===== config.mk =====
export PLATFORM = sky130hd
export DESIGN_NAME = psd_select
export DESIGN_NICKNAME = d
export VERILOG_FILES = /design/src/sv/psd_pkg.sv /design/src/sv/psd_select.sv
export SDC_FILE = /design/constraint.sdc
export NUM_CORES = 2
export LEC_CHECK = 0
export ABC_AREA = 1
export BUFFER_PORTS_ARGS = -buffer_cell sky130_fd_sc_hd__buf_2
export CAP_MARGIN = 20
export CORE_ASPECT_RATIO = 1.5
export CORE_MARGIN = 4
export CORE_UTILIZATION = 50
export CTS_CLUSTER_SIZE = 16
export DETAILED_ROUTE_END_ITERATION = 16
export MAX_ROUTING_LAYER = met4
export PLACE_DENSITY = 0.75
export SYNTH_ARGS = -nofsm -noshare
export SYNTH_HDL_FRONTEND = slang
export SYNTH_SLANG_ARGS = --single-unit

===== constraint.sdc =====
create_clock -name clk_i -period 16.8 [get_ports clk_i]
set_clock_uncertainty 0.1 [all_clocks]
set_input_delay 0.84 -clock clk_i [delete_from_list [all_inputs] [get_ports clk_i]]
set_output_delay 0.84 -clock clk_i [all_outputs]
set_load 0.01 [all_outputs]

===== src/sv/psd_pkg.sv =====
package psd_pkg;

  localparam int unsigned COORD_WIDTH_DEF = 16;

  typedef enum logic [1:0] {
    SEL_START,
    SEL_END,
    SEL_PERP
  } sel_e;

  typedef struct packed {
    logic valid;
    sel_e sel;
  } ctl_t;

endpackage


===== src/sv/psd_select.sv =====
module psd_select
  import psd_pkg::*;
#(
  parameter int unsigned COORD_WIDTH = COORD_WIDTH_DEF
) (
  input  logic                            clk_i,
  input  logic                            rst_ni,
  input  logic                            valid_i,
  input  logic [2*COORD_WIDTH+1:0]        den_i,
  input  logic signed [2*COORD_WIDTH+2:0] dot_i,
  input  logic signed [2*COORD_WIDTH+2:0] cross_i,
  input  logic [2*COORD_WIDTH+1:0]        lenw_i,
  input  logic [2*COORD_WIDTH+1:0]        lenv_i,
  output logic                            valid_o,
  output logic [4*COORD_WIDTH+3:0]        num_o,
  output logic [2*COORD_WIDTH+1:0]        den_o
);

  localparam int unsigned L  = COORD_WIDTH + 1;
  localparam int unsigned CW = 2 * L;
  localparam int unsigned NW = 4 * L;
  localparam int unsigned S  = 2 * COORD_WIDTH + 3;

  ctl_t           c4_q, c5_q;
  logic [CW-1:0]  den4_q, den5_q, len4_q, len5_q, mag_q;
  logic [CW-1:0]  mag_d;
  logic [2*L-1:0] hh_q, hl_q, ll_q;
  ctl_t           c4_d;
  logic           v6_q;

  always_comb begin
    c4_d.valid = valid_i;
    if (den_i == '0 || dot_i[S-1]) begin
      c4_d.sel = SEL_START;
    end else if (dot_i >= $signed({1'b0, den_i})) begin
      c4_d.sel = SEL_END;
    end else begin
      c4_d.sel = SEL_PERP;
    end
  end

  assign mag_d = cross_i[S-1] ? CW'(-cross_i) : CW'(cross_i);

  always_ff @(posedge clk_i or negedge rst_ni) begin
    if (!rst_ni) begin
      c4_q <= '{valid: 1'b0, sel: SEL_START};
      c5_q <= '{valid: 1'b0, sel: SEL_START};
      v6_q <= 1'b0;
    end else begin
      c4_q <= c4_d;
      c5_q <= c4_q;
      v6_q <= c5_q.valid;
    end
  end

  // stage 4: case, magnitude; stage 5: partial products; stage 6: operands
  always_ff @(posedge clk_i) begin
    den4_q <= den_i;
    len4_q <= (c4_d.sel == SEL_END) ? lenv_i : lenw_i;
    mag_q  <= mag_d;
    den5_q <= den4_q;
    len5_q <= len4_q;
    hh_q   <= (2*L)'(mag_q[CW-1:L]) * (2*L)'(mag_q[CW-1:L]);
    hl_q   <= (2*L)'(mag_q[CW-1:L]) * (2*L)'(mag_q[L-1:0]);
    ll_q   <= (2*L)'(mag_q[L-1:0]) * (2*L)'(mag_q[L-1:0]);
    if (c5_q.sel == SEL_PERP) begin
      num_o <= (NW'(hh_q) << (2*L)) + (NW'(hl_q) << (L+1)) + NW'(ll_q);
      den_o <= den5_q;
    end else begin
      num_o <= NW'(len5_q);
      den_o <= CW'(1);
    end
  end

  assign valid_o = v6_q;

endmodule


==> Word-level counts from Yosys, hierarchy flattened <==
Cells that the tools add are included.
{ "totals": {"out_inout_bits": 103, "register_bits": 381} }
{ "op_classes": {"addsub": 3, "order_cmp": 1, "reduce_logical": 2, "n_mul": 3, "n_eq_ne": 2, "n_mux": 5} }
{ "ops": {"columns": ["cell", "n"], "rows": [
  ["$mul 17x17->34", 3],
  ["$mux 34", 3],
  ["$add 68x34->68", 1],
  ["$add 68x52->68", 1],
  ["$ge 35x35->1", 1],
  ["$logic_not 34->1", 1],
  ["$neg 34->34", 1],
  ["$mux 2", 2],
  ["$eq 2x1->1 const B", 1],
  ["$eq 2x2->1 const B", 1],
  ["$logic_or 1x1->1", 1]
]} }

==> Depth between registers and ports, before layout <==
{ "depth": {"ltp_word": 5, "mapped_depth": 27, "depth_no_buf": 25} }

==> Worst setup path before layout <==
Ideal clock, no wire load.
{ "synth_timing": {"kind": "register to register", "from": "register mag_q[2]", "to": "register hl_q[28]", "stages_incl_launch_ff": 21, "synth_period_minus_slack_ps": 5586, "path_buffers": 2, "path_slack_ps": 11214, "arrival_ps": 5362, "path_cell_list": "dfxtp_1 > clkbuf_1 > clkbuf_1 > nand2_1 > fa_1 > fa_1 > fa_1 > inv_1 > fa_1 > fa_1 > inv_1 > fa_1 > inv_1 > ha_1 > nand2_1 > nor2_1 > nor3b_1 > nand3_1 > nand3_1 > a21oi_1 > xor2_1"} }
{ "synth_between": {"elab_chain_len": 1} }
{ "synth_rtl": {"columns": ["item", "line_no", "rtl"], "rows": [
  ["start: declaration", "psd_select.sv:25", "logic [CW-1:0] den4_q, den5_q, len4_q, len5_q, mag_q;"],
  ["start signal: assignment", "psd_select.sv:60", "mag_q <= mag_d;"],
  ["$mul 17x17->34", "psd_select.sv:64", "hl_q <= (2*L)'(mag_q[CW-1:L]) * (2*L)'(mag_q[L-1:0]);"],
  ["end signal: assignment", "psd_select.sv:64", null],
  ["end: declaration", "psd_select.sv:27", "logic [2*L-1:0] hh_q, hl_q, ll_q;"]
]} }
No other way between the ends.
A chain may end at the register's enable or synchronous reset.

==> Final worst setup path <==
{ "layout_timing": {"from": "register mag_q[30]", "to": "register hl_q[33]"} }
Same word-level chain as after synthesis.

==> flow_summary.toml <==
[run_status]
outcome = "complete, no violations"

[critical_path]
start_kind = "flop"
rrSetupSlack_ps = 10530
crit_path_start = "mag_q[30]"
crit_path_max_fanout = 19
ff2ff_path_depth = 19
critPathKind = "flop to flop"
arrival_ps = 6650
worstSetupEndpoint = "hl_q[33]"
timing.rr.start = "mag_q[30]"
end_kind = "flop"
cp_data_required_time_ps = 17180
r2r_end = "hl_q[33]"

[synthesis]
ys_types = 48
ys_ff_latch = 379
syn_nets = 6358
avgSynthCellArea_um2 = 7.87
yosys_most_used_dff = "dfxtp_1"
async_flop_share_pct = 1.85
syn_inst = 5184
yosys_warnings = 0
synth_edf_count = 0
syn_area_mm2 = 0.0408
synth_seq_area_share_pct = 18.7

[detailed_routing]
wl_met1_um = 39000
highest_layer = "met4"
vias = 32730
wl_met2_um = 59900
drtAntennaViolNets = 0
drtIter0Drc = 1766
drt_first_pass_iters = 5
met3_length_um = 4860
finalWirelength_um = 111000
vias_per_cell = 5.08
drc = 0
wl_per_cell_um = 17.3

[floorplan]
die_y_um = 358
core_area_mm2 = 0.0810
row_count = 128
die-width_um = 241
start_util_pct = 50.3
dieArea_mm2 = 0.0863
io_pins = 278

[cells_and_area]
final_common_cell = "inv_1"
drive_gt1_share_pct = 7.47
final_cell_mix = "inv_1 (1359), nand2_1 (1211), fa_1 (605), ha_1 (394), dfxtp_1 (372)"
nets = 6544
areaGrowthSynthToFinish_pct = 8.78

[sta]
period_needed_ps = 6270
timing.setup.tns_ps = 0
rsz0062_at_grt = "false"
fin_crit_sh_pct = 37.3
clock.fmax_mhz = 159
worstMarginPinSlew_ps = 715
finalHoldViolCount = 0
slew_violations = 0
slew_headroom_pct = 52.3
setup_viol = 0

[cts]
cts_tree = "yes"
cts_root_buf = "clkbuf_16"
clockBufferDepth = 3
worstSkewPairLatency_ps = 580
h-tree-depth = 2
cts_buffers = 37
clock_sinks = 379
clk_pin_slew_ps = 70

[grt]
grt_overflow = 0
antenna_found_initial = 1
grt.total_usage_pct = 26.8
grt_pass1_wl_um = 177000
grt_start_max_net_pins = 66
grt_pass1_vias = 34663

[placed_design]
gp_congestion = 1.00
dp_hpwl_um = 90800
io_buffers = 277

[worst_hold_path]
hold_path_class = "flop to flop"

[flow_run]
max_cap_viol_count = 0
[synth_stat cells, types with 3 or more instances]
| library cell | number | area (um2) |
|---|---|---|
| nand2_1 | 1211 | 4550 |
| nor2_1 | 295 | 1110 |
| nand3b_1 | 3 | 22.5 |
| a21o_1 | 21 | 158 |
| o211ai_1 | 3 | 22.5 |
| o21a_1 | 4 | 30.0 |
| nand3_1 | 135 | 676 |
| or2_2 | 9 | 56.3 |
| dfxtp_1 | 372 | 7450 |
| clkbuf_1 | 161 | 604 |
| a21boi_0 | 6 | 45.0 |
| dfrtp_1 | 7 | 175 |
| buf_6 | 3 | 33.8 |
| a21oi_1 | 196 | 981 |
| a31oi_1 | 11 | 68.8 |
| o21ai_2 | 3 | 26.3 |
| buf_4 | 3 | 22.5 |
| nand4_1 | 28 | 175 |
| fa_1 | 605 | 12100 |
| ha_1 | 394 | 4930 |
| nor4_1 | 13 | 81.3 |
| inv_1 | 1360 | 5100 |
| inv_2 | 3 | 11.3 |
| xor2_1 | 85 | 744 |
| o21ai_0 | 114 | 571 |
| nand2_2 | 3 | 18.8 |
| o21bai_1 | 17 | 128 |
| o21ai_1 | 4 | 20.0 |
| nor3_1 | 29 | 145 |
| xnor2_1 | 63 | 552 |
| and3_1 | 3 | 18.8 |
[layout make-up]
cell class,instances,area (um2)
Antenna cell,1,2.50
Clock buffer,45,997
Clock inverter,20,264
Fill cell,7480,36700
Inverter,1363,5120
Multi-Input combinational cell,3274,27400
Sequential cell,379,7620
Tap cell,1040,1300
Timing Repair Buffer,315,1670
[through the flow]
step	utilization (%)	worst slack, ps	instance area, um2	hold slack [ps]	std cells
2_1_floorplan	-	11210	40800	210	5184
3_3_place_gp	53.2	10700	43100	210	6370
3_5_place_dp	53.2	10600	43100	212	6370
4_1_cts	54.8	10530	44400	221	6436
5_1_grt	54.8	10210	44400	226	6437
6_report	54.8	10530	44400	220	6437
[critical path, stage by stage, from the launching register on]
cell and delay (ps):
dfxtp_1 690, buf_4 380, nand2_1 130, fa_1 530
fa_1 520, fa_1 520, inv_1 60, fa_1 490
fa_1 490, inv_1 50, fa_1 520, inv_1 40
ha_1 370, nand2_1 120, nor2_1 150, nand2_1 60
o21ai_0 510, nand3_1 130, nand2_1 120, xor2_1 150
[cell families after synthesis]
logic type,synth area share [%]
AOI/OAI and AO/OA,5.19
and+or+nand+nor,17.0
buffers and inverters,14.2
muxes,0.0276
adders and majority gates,41.8
DFF,18.7
xor gates and xnor gates,3.18
[state kept, by name, indices dropped and copies added (netlist names), 33 cells and up]
| signal | flops |
|---|---|
| len5_q | 34 |
| mag_q | 34 |
| len4_q | 34 |
| den_o | 34 |
| den5_q | 34 |
| den4_q | 34 |
| ll_q | 33 |
| num_o | 68 |
| hh_q | 33 |
| hl_q | 34 |
[worst min-delay path by stage]
stage / from / end / slack, ps / cells past startpoint
3_3_place_gp: den4_q[20] / den5_q[20] / 210 / 0
2_1_floorplan: den4_q[0] / den5_q[0] / 210 / 0
5_1_grt: den4_q[30] / den5_q[30] / 230 / 0
6_report: den4_q[30] / den5_q[30] / 220 / 0
3_5_place_dp: den4_q[26] / den5_q[26] / 210 / 0
4_1_cts: den4_q[30] / den5_q[30] / 220 / 0
[metal layers]
| layer | global-route usage [%] | vias to the layer above |
|---|---|---|
| met5 | - | - |
| met4 | 14.4 | 0 |
| met1 | 27.7 | 15701 |
| li1 | - | 15562 |
| met2 | 49.6 | 1054 |
| met3 | 2.92 | 413 |
[repair_timing]
action                                  in CTS  in global routing
resized for setup                            0                  0
setup buffers                                0                  0
endpoints found under the setup margin       0                  0
hold buffers                                 1                  0
hold endpoints to repair                     7                  0
Power is left out: the tool's default activity adds up to more than one toggle a clock period on the data nets, which glitch-free logic cannot reach.
