===== config.mk =====
export PLATFORM = sky130hd
export DESIGN_NAME = psd_root_stage
export DESIGN_NICKNAME = d
export VERILOG_FILES = /design/src/sv/psd_pkg.sv /design/src/sv/psd_root_stage.sv
export SDC_FILE = /design/constraint.sdc
export NUM_CORES = 1
export LEC_CHECK = 0
export BUFFER_PORTS_ARGS = -buffer_cell sky130_fd_sc_hd__buf_2
export CORE_MARGIN = 2
export CORE_UTILIZATION = 45
export CTS_CLUSTER_DIAMETER = 150
export CTS_CLUSTER_SIZE = 24
export DETAILED_ROUTE_END_ITERATION = 8
export MAX_ROUTING_LAYER = met4
export PLACE_DENSITY = 0.69
export SYNTH_ARGS = -nofsm -noshare
export SYNTH_HDL_FRONTEND = slang
export SYNTH_SLANG_ARGS = --single-unit
export TNS_END_PERCENT = 5

===== constraint.sdc =====
create_clock -name clk_i -period 0.8 [get_ports clk_i]
set_input_delay 0.04 -clock clk_i [delete_from_list [all_inputs] [get_ports clk_i]]
set_output_delay 0.04 -clock clk_i [all_outputs]
set_load 0.05 [all_outputs]

===== src/sv/psd_pkg.sv =====
package psd_pkg;

  localparam int unsigned COORD_WIDTH_DEF = 16;

  typedef enum logic [1:0] {
    SEL_START,
    SEL_END,
    SEL_PERP
  } sel_e;

  typedef struct packed {
    logic valid;
    sel_e sel;
  } ctl_t;

endpackage


===== src/sv/psd_root_stage.sv =====
module psd_root_stage
  import psd_pkg::*;
#(
  parameter int unsigned COORD_WIDTH = COORD_WIDTH_DEF,
  parameter int unsigned BIT_POS     = 0
) (
  input  logic                       clk_i,
  input  logic                       rst_ni,
  input  logic                       valid_i,
  input  logic [4*COORD_WIDTH+3:0]   rem_i,
  input  logic [4*COORD_WIDTH+3:0]   acc_i,
  input  logic [2*COORD_WIDTH+1:0]   den_i,
  input  logic [COORD_WIDTH:0]       root_i,
  output logic                       valid_o,
  output logic [4*COORD_WIDTH+3:0]   rem_o,
  output logic [4*COORD_WIDTH+3:0]   acc_o,
  output logic [2*COORD_WIDTH+1:0]   den_o,
  output logic [COORD_WIDTH:0]       root_o
);

  localparam int unsigned NW = 4 * COORD_WIDTH + 4;
  localparam int unsigned DW = 2 * COORD_WIDTH + 2;
  localparam int unsigned OB = COORD_WIDTH + 1;

  // rem = num - y^2*den, acc = y*den; trying y + 2^b adds 2^(b+1)*acc + 4^b*den
  logic [NW:0] den_x, delta, rem_x;
  logic        take;

  assign den_x = {{(NW+1-DW){1'b0}}, den_i};
  assign rem_x = {1'b0, rem_i};
  assign delta = ({1'b0, acc_i} << (BIT_POS + 1)) + (den_x << (2 * BIT_POS));
  assign take  = (delta <= rem_x);

  always_ff @(posedge clk_i or negedge rst_ni) begin
    if (!rst_ni) begin
      valid_o <= 1'b0;
    end else begin
      valid_o <= valid_i;
    end
  end

  always_ff @(posedge clk_i) begin
    den_o <= den_i;
    if (take) begin
      rem_o  <= NW'(rem_x - delta);
      acc_o  <= acc_i + NW'(den_x << BIT_POS);
      root_o <= root_i | (OB'(1) << BIT_POS);
    end else begin
      rem_o  <= rem_i;
      acc_o  <= acc_i;
      root_o <= root_i;
    end
  end

endmodule


==> flow_summary.yaml, run 1 <==
sta:
  worst_endpoint_kind: "register data pin"
  grt-worst-endpoint: "rem_o[64]$_DFF_P_/D"
synthesis:
  ys.flop_type: "dfxtp_1"
  syn_nets: 2438
  synth-edff-count: 0
  ys_types: 75
  syn_inst: 2043
  synthArstFlopShare: 0.00532
  avgSynthCellArea_um2: 7.77
  yosys_register_bits: 188
  ys_seq_area_frac: 0.238
  yosysWarnings: 0
  synth.cell_area_um2: 15900
grt:
  grt.total_usage: 0.750
  grt_max_degree: 49
  overflow: 17
  antenna_found_initial: 19
clocking:
  clock_sinks: 188
  clockBufferDepth: 2
  cts_max_level: 4
  cts_buffers: 17
  cts_root_buf: "clkbuf_16"
floorplanning:
  fp-row-count: 68
  io_pins: 378
  die_y_um: 192
  start_util: 0.458
  die-width_um: 192
status:
  firstError: "[ERROR GRT-0232] Routing congestion too high. Check the congestion heatmap in the GUI."
  outcome: "aborted with a tool error"
  stop_stage: "global routing (5_1_grt)"
placed_design:
  portBuffers: 377
  place_congestion: 1.06
  hpwl_um: 56800
  dp.cells: 3571
## cells in the mapped netlist (all sizes together) (44+ instances only)
master / number / area (µm²)
xor2: 89 / 780
nor2: 83 / 314
xnor2: 127 / 1110
nor3: 49 / 245
o21ai: 169 / 846
nand3: 44 / 225
a21oi: 161 / 806
dfxtp: 187 / 3740
nand4: 48 / 300
a21o: 112 / 841
nand2: 201 / 754
inv: 161 / 604
ha: 202 / 2530
clkbuf: 84 / 315
## per-layer routing
metal,GRT overflow,track usage
met1,0,0.756
met2,8,0.914
met3,0,0.589
met4,9,0.646
met5,-,-
## stage by stage
| step | util | setup WS, ns | TNS [ns] | area (µm²) |
|---|---|---|---|---|
| after floorplan | - | -4.03 | -544.92 | 16400 |
| after global placement | 0.711 | -4.95 | -634.82 | 24600 |
| after detailed placement | 0.711 | -4.99 | -645.75 | 24600 |
| after CTS | 0.860 | -3.84 | -551.62 | 29800 |
## repair_timing
action,CTS
pin swaps,114
gates resized for setup,686
hold endpoints to repair,183
buffers inserted,59
cloned,5
setup endpoints to repair,325
hold buffers,184
## logic make-up after synthesis
logic type	synth area share
simple gates	0.176
buf+inv	0.0655
mux	0.00197
xor+xnor	0.119
fa+ha+maj	0.163
compound gates	0.237
flops	0.238
==> inputs of run 2 (changes only) <==
- CORE_UTILIZATION: 45 -> 30
- CTS_CLUSTER_DIAMETER: 150 -> unset
- CTS_CLUSTER_SIZE: 24 -> unset
- MAX_ROUTING_LAYER: met4 -> unset
- PLACE_DENSITY: 0.69 -> unset
- PLACE_DENSITY_LB_ADDON: unset -> 0.15
==> flow_summary.yaml, run 2 <==
status:
  outcome: "finished, violations left"
  violations: "negative hold slack, negative setup slack"
placed_design:
  hpwl_um: 60300
  portBuffers: 377
  dp.cells: 3829
  place_congestion: 0.930
  pre_cts_ws_ns: -5.17
clocking:
  cts_tree: "built"
  clk_pin_slew_ns: 0.08
  cts_root_buf: "clkbuf_16"
  clock_sinks: 188
  cts_buffers: 17
  clockBufferDepth: 2
  cts_max_level: 4
sta:
  fin_crit_sh: 6.01
  whs_ns: -0.0504
  drv_slew: 0
  period_needed_ns: 4.81
  tightest_slew_ns: 0.629
  slew_headroom: 0.581
  final-hold-violation-count: 1
  rsz0062_at_grt: "yes"
  setup_slack_ns: -4.01
  fin_setup_tns_ns: -572.01
  fmax_mhz: 208
  setup_viol: 325
final_layout:
  layoutNonFillerInstCount: 4114
  final_common_cell: "buf_4"
  reg_top3: "acc_o: 68 flops, rem_o: 68 flops, den_o: 34 flops"
  drive_gt1_frac: 0.508
  final_cell_mix: "832 x buf_4, 190 x dlygate4sd3_1, 185 x buf_2, 184 x ha_1, 183 x buf_8"
  finalNetCount: 3801
  num-fill-cells: 4505
  area_delta_synth_final_pct: 99.4
grt:
  antenna_found_initial: 10
  grt.total_usage: 0.274
  grt_pass1_vias: 20200
  grt_pass1_wl_um: 114000
  overflow: 0
  grt_max_degree: 35
floorplanning:
  start_util: 0.302
  io_pins: 378
  core_area_um2: 52400
  die_y_um: 234
  fp-row-count: 84
  dieArea_um2: 54700
  die-width_um: 234
drt:
  avgRoutedWirePerCell_um: 19.0
  post_drt_via_cell_ratio: 4.88
  routed_wl_um: 78000
  drc: 0
  vias: 20100
  drtIter0Drc: 1276
  drtAntennaViolNets: 0
  firstDrtPassIters: 6
critical_path:
  arrival_ns: 5.19
  cpPeakStageDelay_ns: 0.45
  cp_max_fo: 5
  cp-start-kind: "input port"
  crit_type: "input port to flop"
  critPathRequiredTime_ns: 1.18
  path_common_cell: "buf_4"
  critPathTopFamily: "compound AO/OA/AOI/OAI gates"
  cpMaxStageDelayCell: "a2111oi_4"
  cp-end-kind: "flop"
  worstPathBufferInverterCount: 7
synthesis:
  yosysWarnings: 0
  ys.flop_type: "dfxtp_1"
  ys_types: 75
  ys_top_cells_by_area: "dfxtp_1 24%, ha_1 16%, xnor2_1 7.0%"
  yosysMostFrequentCell: "ha_1"
  synth.cell_area_um2: 15900
  syn_inst: 2043
  post-synth-top-area-cell: "dfxtp_1"
  syn_nets: 2438
  synth-edff-count: 0
  ys_seq_area_frac: 0.238
  synthArstFlopShare: 0.00532
  synth_top_area_share: 0.236
  yosys_register_bits: 188
  avgSynthCellArea_um2: 7.77
  synth.cells.most_frequent: "202 x ha_1, 201 x nand2_1, 187 x dfxtp_1, 168 x o21ai_0"
pwr:
  leakagePower_uw: 0.0156
  power_per_cell_area_nw_per_um2: 1590
  ir_worst_vdd_uv: 1720
  power_uw: 50400
flow_run:
  cap_violations: 0
hold_path:
  min_path_type: "input port to flop"
run 2: cell counts after synthesis:
Identical to the previous run, type by type.
run 2: power by group:
group          switching (µW)  internal [µW]
Sequential                755          10500
Clock                    4990           4520
Combinational           15300          14400
run 2: layout make-up:
cell class	instances	area, µm²	area share
Clock buffer	17	425	0.0134
Inverter	161	609	0.0193
Timing Repair Buffer	1447	12800	0.405
Sequential cell	188	4020	0.127
Multi-Input combinational cell	1591	12700	0.401
Antenna cell	7	17.5	0.000554
Tap cell	688	861	0.0272
Clock inverter	15	196	0.00621
run 2: logic make-up after synthesis:
kind of cell | count (synthesis) | synth area share
AO/OA/AOI/OAI | 600 | 0.237
AND/OR/NAND/NOR | 565 | 0.176
buffers and inverters | 266 | 0.0655
XOR/XNOR | 216 | 0.119
adder cells (fa/ha/maj) | 205 | 0.163
flip-flops | 188 | 0.238
multiplexers | 3 | 0.00197
run 2: final timing paths:
| check | from | end | slack (ns) | cells past startpoint |
|---|---|---|---|---|
| worst max-delay path | den_i[12] | rem_o[62]$_DFF_P_ | -4.01 | 25 |
| worst min-delay path | rem_i[1] | rem_o[1]$_DFF_P_ | -0.05 | 4 |
| max in group asynchronous | rst_ni | valid_o$_DFF_PN0_ | 0.32 | 3 |
| min in group asynchronous | rst_ni | valid_o$_DFF_PN0_ | 0.37 | 3 |
run 2: stage by stage:
stage | hold WS (ns) | util | area, µm²
4_1_cts | -0.0881 | 0.572 | 30000
2_1_floorplan | -0.256 | - | 16400
3_3_place_gp | -0.183 | 0.479 | 25100
3_5_place_dp | -0.183 | 0.479 | 25100
6_report | -0.0504 | 0.603 | 31600
5_1_grt | -0.0431 | 0.603 | 31600
run 2: worst min-delay path, delay by kind of cell:
family                   cells  cell delay [ns]
AND/OR/NAND/NOR              1             0.04
adder cells (fa/ha/maj)      1             0.17
AO/OA/AOI/OAI                1             0.05
buffers and inverters        1             0.12
run 2: what timing repair did:
action                     CTS  global route
gates cloned                 6             8
setup buffers               23            20
hold buffers               187             3
gates resized for setup    682           486
setup endpoints to repair  325           325
pin swaps                   71            94
hold endpoints to repair   185             4
run 2: layer usage:
layer | GRT usage | up-vias | wire length (µm)
met5 | 0 | - | 31
met4 | 0.0904 | 6 | 2150
met3 | 0.0444 | 106 | 3740
met2 | 0.436 | 530 | 35500
met1 | 0.376 | 9511 | 36600
li1 | - | 9911 | -
No activity file was read; power rests on OpenSTA's default activity.
==> inputs of run 3 (changes only) <==
- ABC_AREA: unset -> 1
==> flow_summary.yaml, run 3 <==
critical_path:
  cpPeakStageDelay_ns: 0.36
  critPathLaunch: "acc_i[0]"
  critPathTopFamily: "simple AND/OR/NAND/NOR gates"
  cp-end-kind: "flop"
  cpMaxStageDelayCell: "fa_2"
  cp-start-kind: "input port"
  cp_max_fo: 8
  arrival_ns: 4.55
  worstPathBufferInverterCount: 10
  path_common_cell: "nand2_2"
  crit_type: "input port to flop"
  critPathRequiredTime_ns: 1.25
final_layout:
  final_cell_mix: "1044 x buf_4, 595 x nand2_1, 419 x inv_1, 232 x nor2_1, 211 x a21oi_1"
  final_util: 0.599
  stdcell_area_um2: 35500
  reg_top3: "acc_o: 68 flops, rem_o: 68 flops, den_o: 34 flops"
  drive_gt1_frac: 0.456
  num-fill-cells: 5460
  area_delta_synth_final_pct: 96.8
  layoutNonFillerInstCount: 5214
  final_common_cell: "buf_4"
  finalNetCount: 4821
synthesis:
  ys.flop_type: "dfxtp_1"
  yosysWarnings: 0
  synth.cells.most_frequent: "694 x nand2_1, 433 x inv_1, 265 x nor2_1, 242 x a21oi_1, 202 x ha_1"
  yosys_register_bits: 188
  yosysMostFrequentCell: "nand2_1"
  synth_top_family_by_area: "simple AND/OR/NAND/NOR gates"
  ys_top_cells_by_area: "dfxtp_1 21%, nand2_1 14%, ha_1 14%"
  synth_mux_area_frac: 0
  synthXorXnorAreaFrac: 0.0898
  synth_fa_ha_area_frac: 0.143
  ys_types: 48
  post-synth-top-area-cell: "dfxtp_1"
  synth-edff-count: 0
  synthArstFlopShare: 0.00532
  syn_inst: 2803
  synth_top_area_share: 0.208
  syn_nets: 3198
  synth-compound-area-share: 0.148
  synthSimpleGateAreaFrac: 0.299
  synth.cell_area_um2: 18000
  ys_seq_area_frac: 0.209
  avgSynthCellArea_um2: 6.43
flow_run:
  cap_violations: 0
pwr:
  leakagePower_uw: 0.0180
  power_per_cell_area_nw_per_um2: 1600
  ir_worst_vdd_uv: 1920
placed_design:
  portBuffers: 377
  place_area_um2: 28600
  dp.cells: 4922
  hpwl_um: 75900
  place_congestion: 0.996
  pre_cts_ws_ns: -4.42
sta:
  tightest_slew_ns: 0.636
  drv_slew: 0
  fin_setup_tns_ns: -491.48
  setup_viol: 325
  fmax_mhz: 244
  final-hold-violation-count: 0
  setup_slack_ns: -3.31
  slew_headroom: 0.572
  rsz0062_at_grt: "yes"
  period_needed_ns: 4.11
  fin_crit_sh: 5.13
clocking:
  cts_max_level: 4
  clk_pin_slew_ns: 0.09
  cts_tree: "built"
  cts_root_buf: "clkbuf_16"
  clock_sinks: 188
  cts_buffers: 17
  clockBufferDepth: 2
grt:
  grt_max_degree: 36
  overflow: 0
  grt_pass1_vias: 25500
  grt_pass1_wl_um: 142000
  grt.total_usage: 0.296
  antenna_found_initial: 2
floorplanning:
  die_y_um: 249
  die-width_um: 249
  core_area_um2: 59200
  dieArea_um2: 62100
  fp-row-count: 89
  io_pins: 378
  start_util: 0.304
drt:
  post_drt_via_cell_ratio: 4.74
  drc: 0
  firstDrtPassIters: 5
  routed_wl_um: 95800
  avgRoutedWirePerCell_um: 18.4
  drtAntennaViolNets: 0
  drtIter0Drc: 1387
  vias: 24700
hold_path:
  hold_start: "acc_i[62]"
  min_path_type: "input port to flop"
status:
  outcome: "finished, violations left"
  violations: "negative setup slack"
## run 3: changes by cell type in the layout (fill, tap and decap cells not counted), sizes merged, moves of 25 or more
cell,change
buf,+210
xor2,+47
a21oi,+81
nand2,+497
xnor2,-78
a21o,-93
inv,+273
nor2,+193
o21ai,-38
nand3,+157
nand2b,-25
## run 3: cell type report
type	instances	area [µm²]	share of cell area
clock inverter	13	151	0.00426
inverter	434	1630	0.0460
antenna	2	5.00	0.000141
timing repair buffer	1654	14300	0.403
clock buffer	19	443	0.0125
sequential	188	4020	0.113
multi-input combinational	2131	14000	0.393
tap	773	967	0.0272
## run 3: power breakdown
part	switching (µW)	total [µW]	internal, µW
combinational	19100	35600	16500
sequential	920	11800	10800
clock	5030	9570	4540
## run 3: tightest hold or removal path: stages
cell and delay (ns):
buf_2 0.11, inv_1 0.06, buf_4 0.11, xor2_1 0.07, nand3_2 0.07, nand2_1 0.04
## run 3: metrics by stage
stage               power (µW)  hold WS (ns)
floorplan                26300        -0.256
global placement         40900        -0.185
detailed placement       41000        -0.182
CTS                      55300       0.00166
global route             59800        0.0634
finish                   56900        0.0154
## run 3: metal layers
metal	wire (µm)	GRT usage	part of all wire
met1	42400	0.377	0.44
met2	46600	0.523	0.49
met3	4270	0.0339	0.045
met4	2580	0.0880	0.027
met5	0	0	0
## run 3: repair_timing
item | in CTS | in global routing
hold buffers | 191 | 0
setup endpoints to repair | 325 | 325
gates cloned | 10 | 3
resized for setup | 685 | 450
buffers inserted | 45 | 10
hold endpoints to repair | 189 | 0
pin swaps | 71 | 69
## run 3: final timing paths
check,endpoint,slack [ns],cells after the start
worst max-delay path,acc_o[48]$_DFF_P_,-3.31,35
min in group asynchronous,valid_o$_DFF_PN0_,0.39,3
worst min-delay path,acc_o[62]$_DFF_P_,0.02,6
max in group asynchronous,valid_o$_DFF_PN0_,0.31,3
## run 3: logic make-up (layout without fill, tap and decap cells)
| family | count (synthesis) | count (layout) |
|---|---|---|
| AND/OR/NAND/NOR | 1257 | 1257 |
| flip-flops | 188 | 188 |
| AO/OA/AOI/OAI | 484 | 484 |
| buffers and inverters | 484 | 2120 |
| other | 0 | 2 |
| XOR/XNOR | 185 | 185 |
| adder cells (fa/ha/maj) | 205 | 205 |
==> inputs of run 4 (changes only) <==
==> constraint.sdc (replaced) <==
create_clock -name clk_i -period 0.8 [get_ports clk_i]
set_input_delay 0.16 -clock clk_i [delete_from_list [all_inputs] [get_ports clk_i]]
set_output_delay 0.16 -clock clk_i [all_outputs]
set_load 0.05 [all_outputs]
==> flow_summary.yaml, run 4 (synthesized netlist as in run 3, its figures left out) <==
floorplanning:
  io_pins: 378
  fp-row-count: 89
  core_area_um2: 59200
  dieArea_um2: 62100
  die-width_um: 249
  die_y_um: 249
  start_util: 0.304
placed_design:
  pre_cts_ws_ns: -4.75
  portBuffers: 377
  place_area_um2: 28900
  hpwl_um: 75000
  place_congestion: 0.978
grt:
  grt_pass1_wl_um: 139000
  grt_pass1_vias: 24600
  overflow: 0
  grt.total_usage: 0.291
  grt_max_degree: 51
  antenna_found_initial: 1
drt:
  drc: 0
  post_drt_via_cell_ratio: 4.71
  avgRoutedWirePerCell_um: 18.4
  drtIter0Drc: 1379
  firstDrtPassIters: 6
  routed_wl_um: 95200
  drtAntennaViolNets: 0
  vias: 24400
flow_run:
  cap_violations: 0
hold_path:
  hold_start: "acc_i[37]"
  whs_path_depth: 4
  min_path_type: "input port to flop"
pwr:
  power_uw: 56700
  ir_worst_vdd_uv: 2020
  leakagePower_uw: 0.0179
  power_per_cell_area_nw_per_um2: 1600
critical_path:
  critPathRequiredTime_ns: 1.21
  cp-start-kind: "input port"
  cp-end-kind: "flop"
  cpPeakStageDelay_ns: 0.39
  arrival_ns: 4.74
  critPathLaunch: "acc_i[0]"
  path_common_cell: "nand2_1"
  crit_type: "input port to flop"
  cpMaxStageDelayCell: "fa_2"
  worstSetupEndpoint: "acc_o[19]$_DFF_P_"
  cp_max_fo: 7
clocking:
  clock_sinks: 188
  clockBufferDepth: 2
  clk_pin_slew_ns: 0.08
  cts_buffers: 17
  cts_root_buf: "clkbuf_16"
  cts_tree: "built"
  cts_max_level: 4
sta:
  rsz0062_at_grt: "yes"
  setup_slack_ns: -3.53
  whs_ns: 0.0250
  final-hold-violation-count: 0
  drv_slew: 0
  fin_crit_sh: 5.41
  fin_setup_tns_ns: -540.25
  slew_headroom: 0.540
  fmax_mhz: 231
  setup_viol: 325
  period_needed_ns: 4.33
  tightest_slew_ns: 0.682
status:
  violations: "negative setup slack"
  outcome: "finished, violations left"
final_layout:
  num-fill-cells: 5472
  area_delta_synth_final_pct: 96.2
  drive_gt1_frac: 0.453
  stdcell_area_um2: 35400
  final_common_cell: "buf_4"
  final_cell_mix: "1011 x buf_4, 604 x nand2_1, 415 x inv_1, 235 x nor2_1, 214 x a21oi_1"
  finalNetCount: 4785
  reg_top3: "acc_o: 68 flops, rem_o: 68 flops, den_o: 34 flops"
run 4: changes by cell type in the layout (fill, tap and decap cells not counted), sizes merged, moves of 2 or more:
cell	before	now
clkinv	4	7
clkbuf	22	24
buf	1460	1434
dlygate4sd3	191	175
run 4: critical path: cells and delay by family:
family / cells / cell delay (ns)
XOR/XNOR: 1 / 0.21
AO/OA/AOI/OAI: 4 / 0.56
adder cells (fa/ha/maj): 3 / 0.86
buffers and inverters: 9 / 0.97
AND/OR/NAND/NOR: 16 / 1.99
run 4: worst min path at each step:
stage / to / slack [ns]
after floorplan: valid_o$_DFF_PN0_ / -0.14
after global placement: valid_o$_DFF_PN0_ / -0.06
after detailed placement: valid_o$_DFF_PN0_ / -0.06
after CTS: acc_o[55]$_DFF_P_ / 0.003
after global routing: acc_o[36]$_DFF_P_ / 0.02
final: acc_o[37]$_DFF_P_ / 0.02
run 4: power breakdown:
part	internal, µW	leakage [µW]	switching, µW
clock	4150	0.000285	5020
sequential	10900	0.00160	958
combinational	16700	0.0160	19000
run 4: what timing repair did:
action,in CTS,in global routing
hold endpoints to repair,174,0
gates resized for setup,713,311
cloned,7,8
setup endpoints to repair,325,325
setup buffers,21,30
hold buffers,175,0
pin swaps,20,86
run 4: area by class of cell:
type,count,area (µm²),area share
Timing Repair Buffer,1617,14200,0.402
Multi-Input combinational cell,2132,14000,0.394
Sequential cell,188,4030,0.114
Inverter,434,1630,0.0461
Tap cell,773,967,0.0273
Clock buffer,17,425,0.0120
Clock inverter,15,148,0.00417
Antenna cell,1,2.50,0.0000707
run 4: layer usage:
layer | track usage | part of all wire | wire [µm]
met3 | 0.0324 | 0.039 | 3730
met4 | 0.0818 | 0.025 | 2390
met5 | 0 | 0 | 0
met2 | 0.511 | 0.49 | 46300
met1 | 0.375 | 0.45 | 42700
run 4: stage by stage:
step,instances,util
floorplan,2803,-
global placement,4907,0.487
detailed placement,4907,0.487
CTS,5142,0.569
global route,5177,0.597
finish,5177,0.597
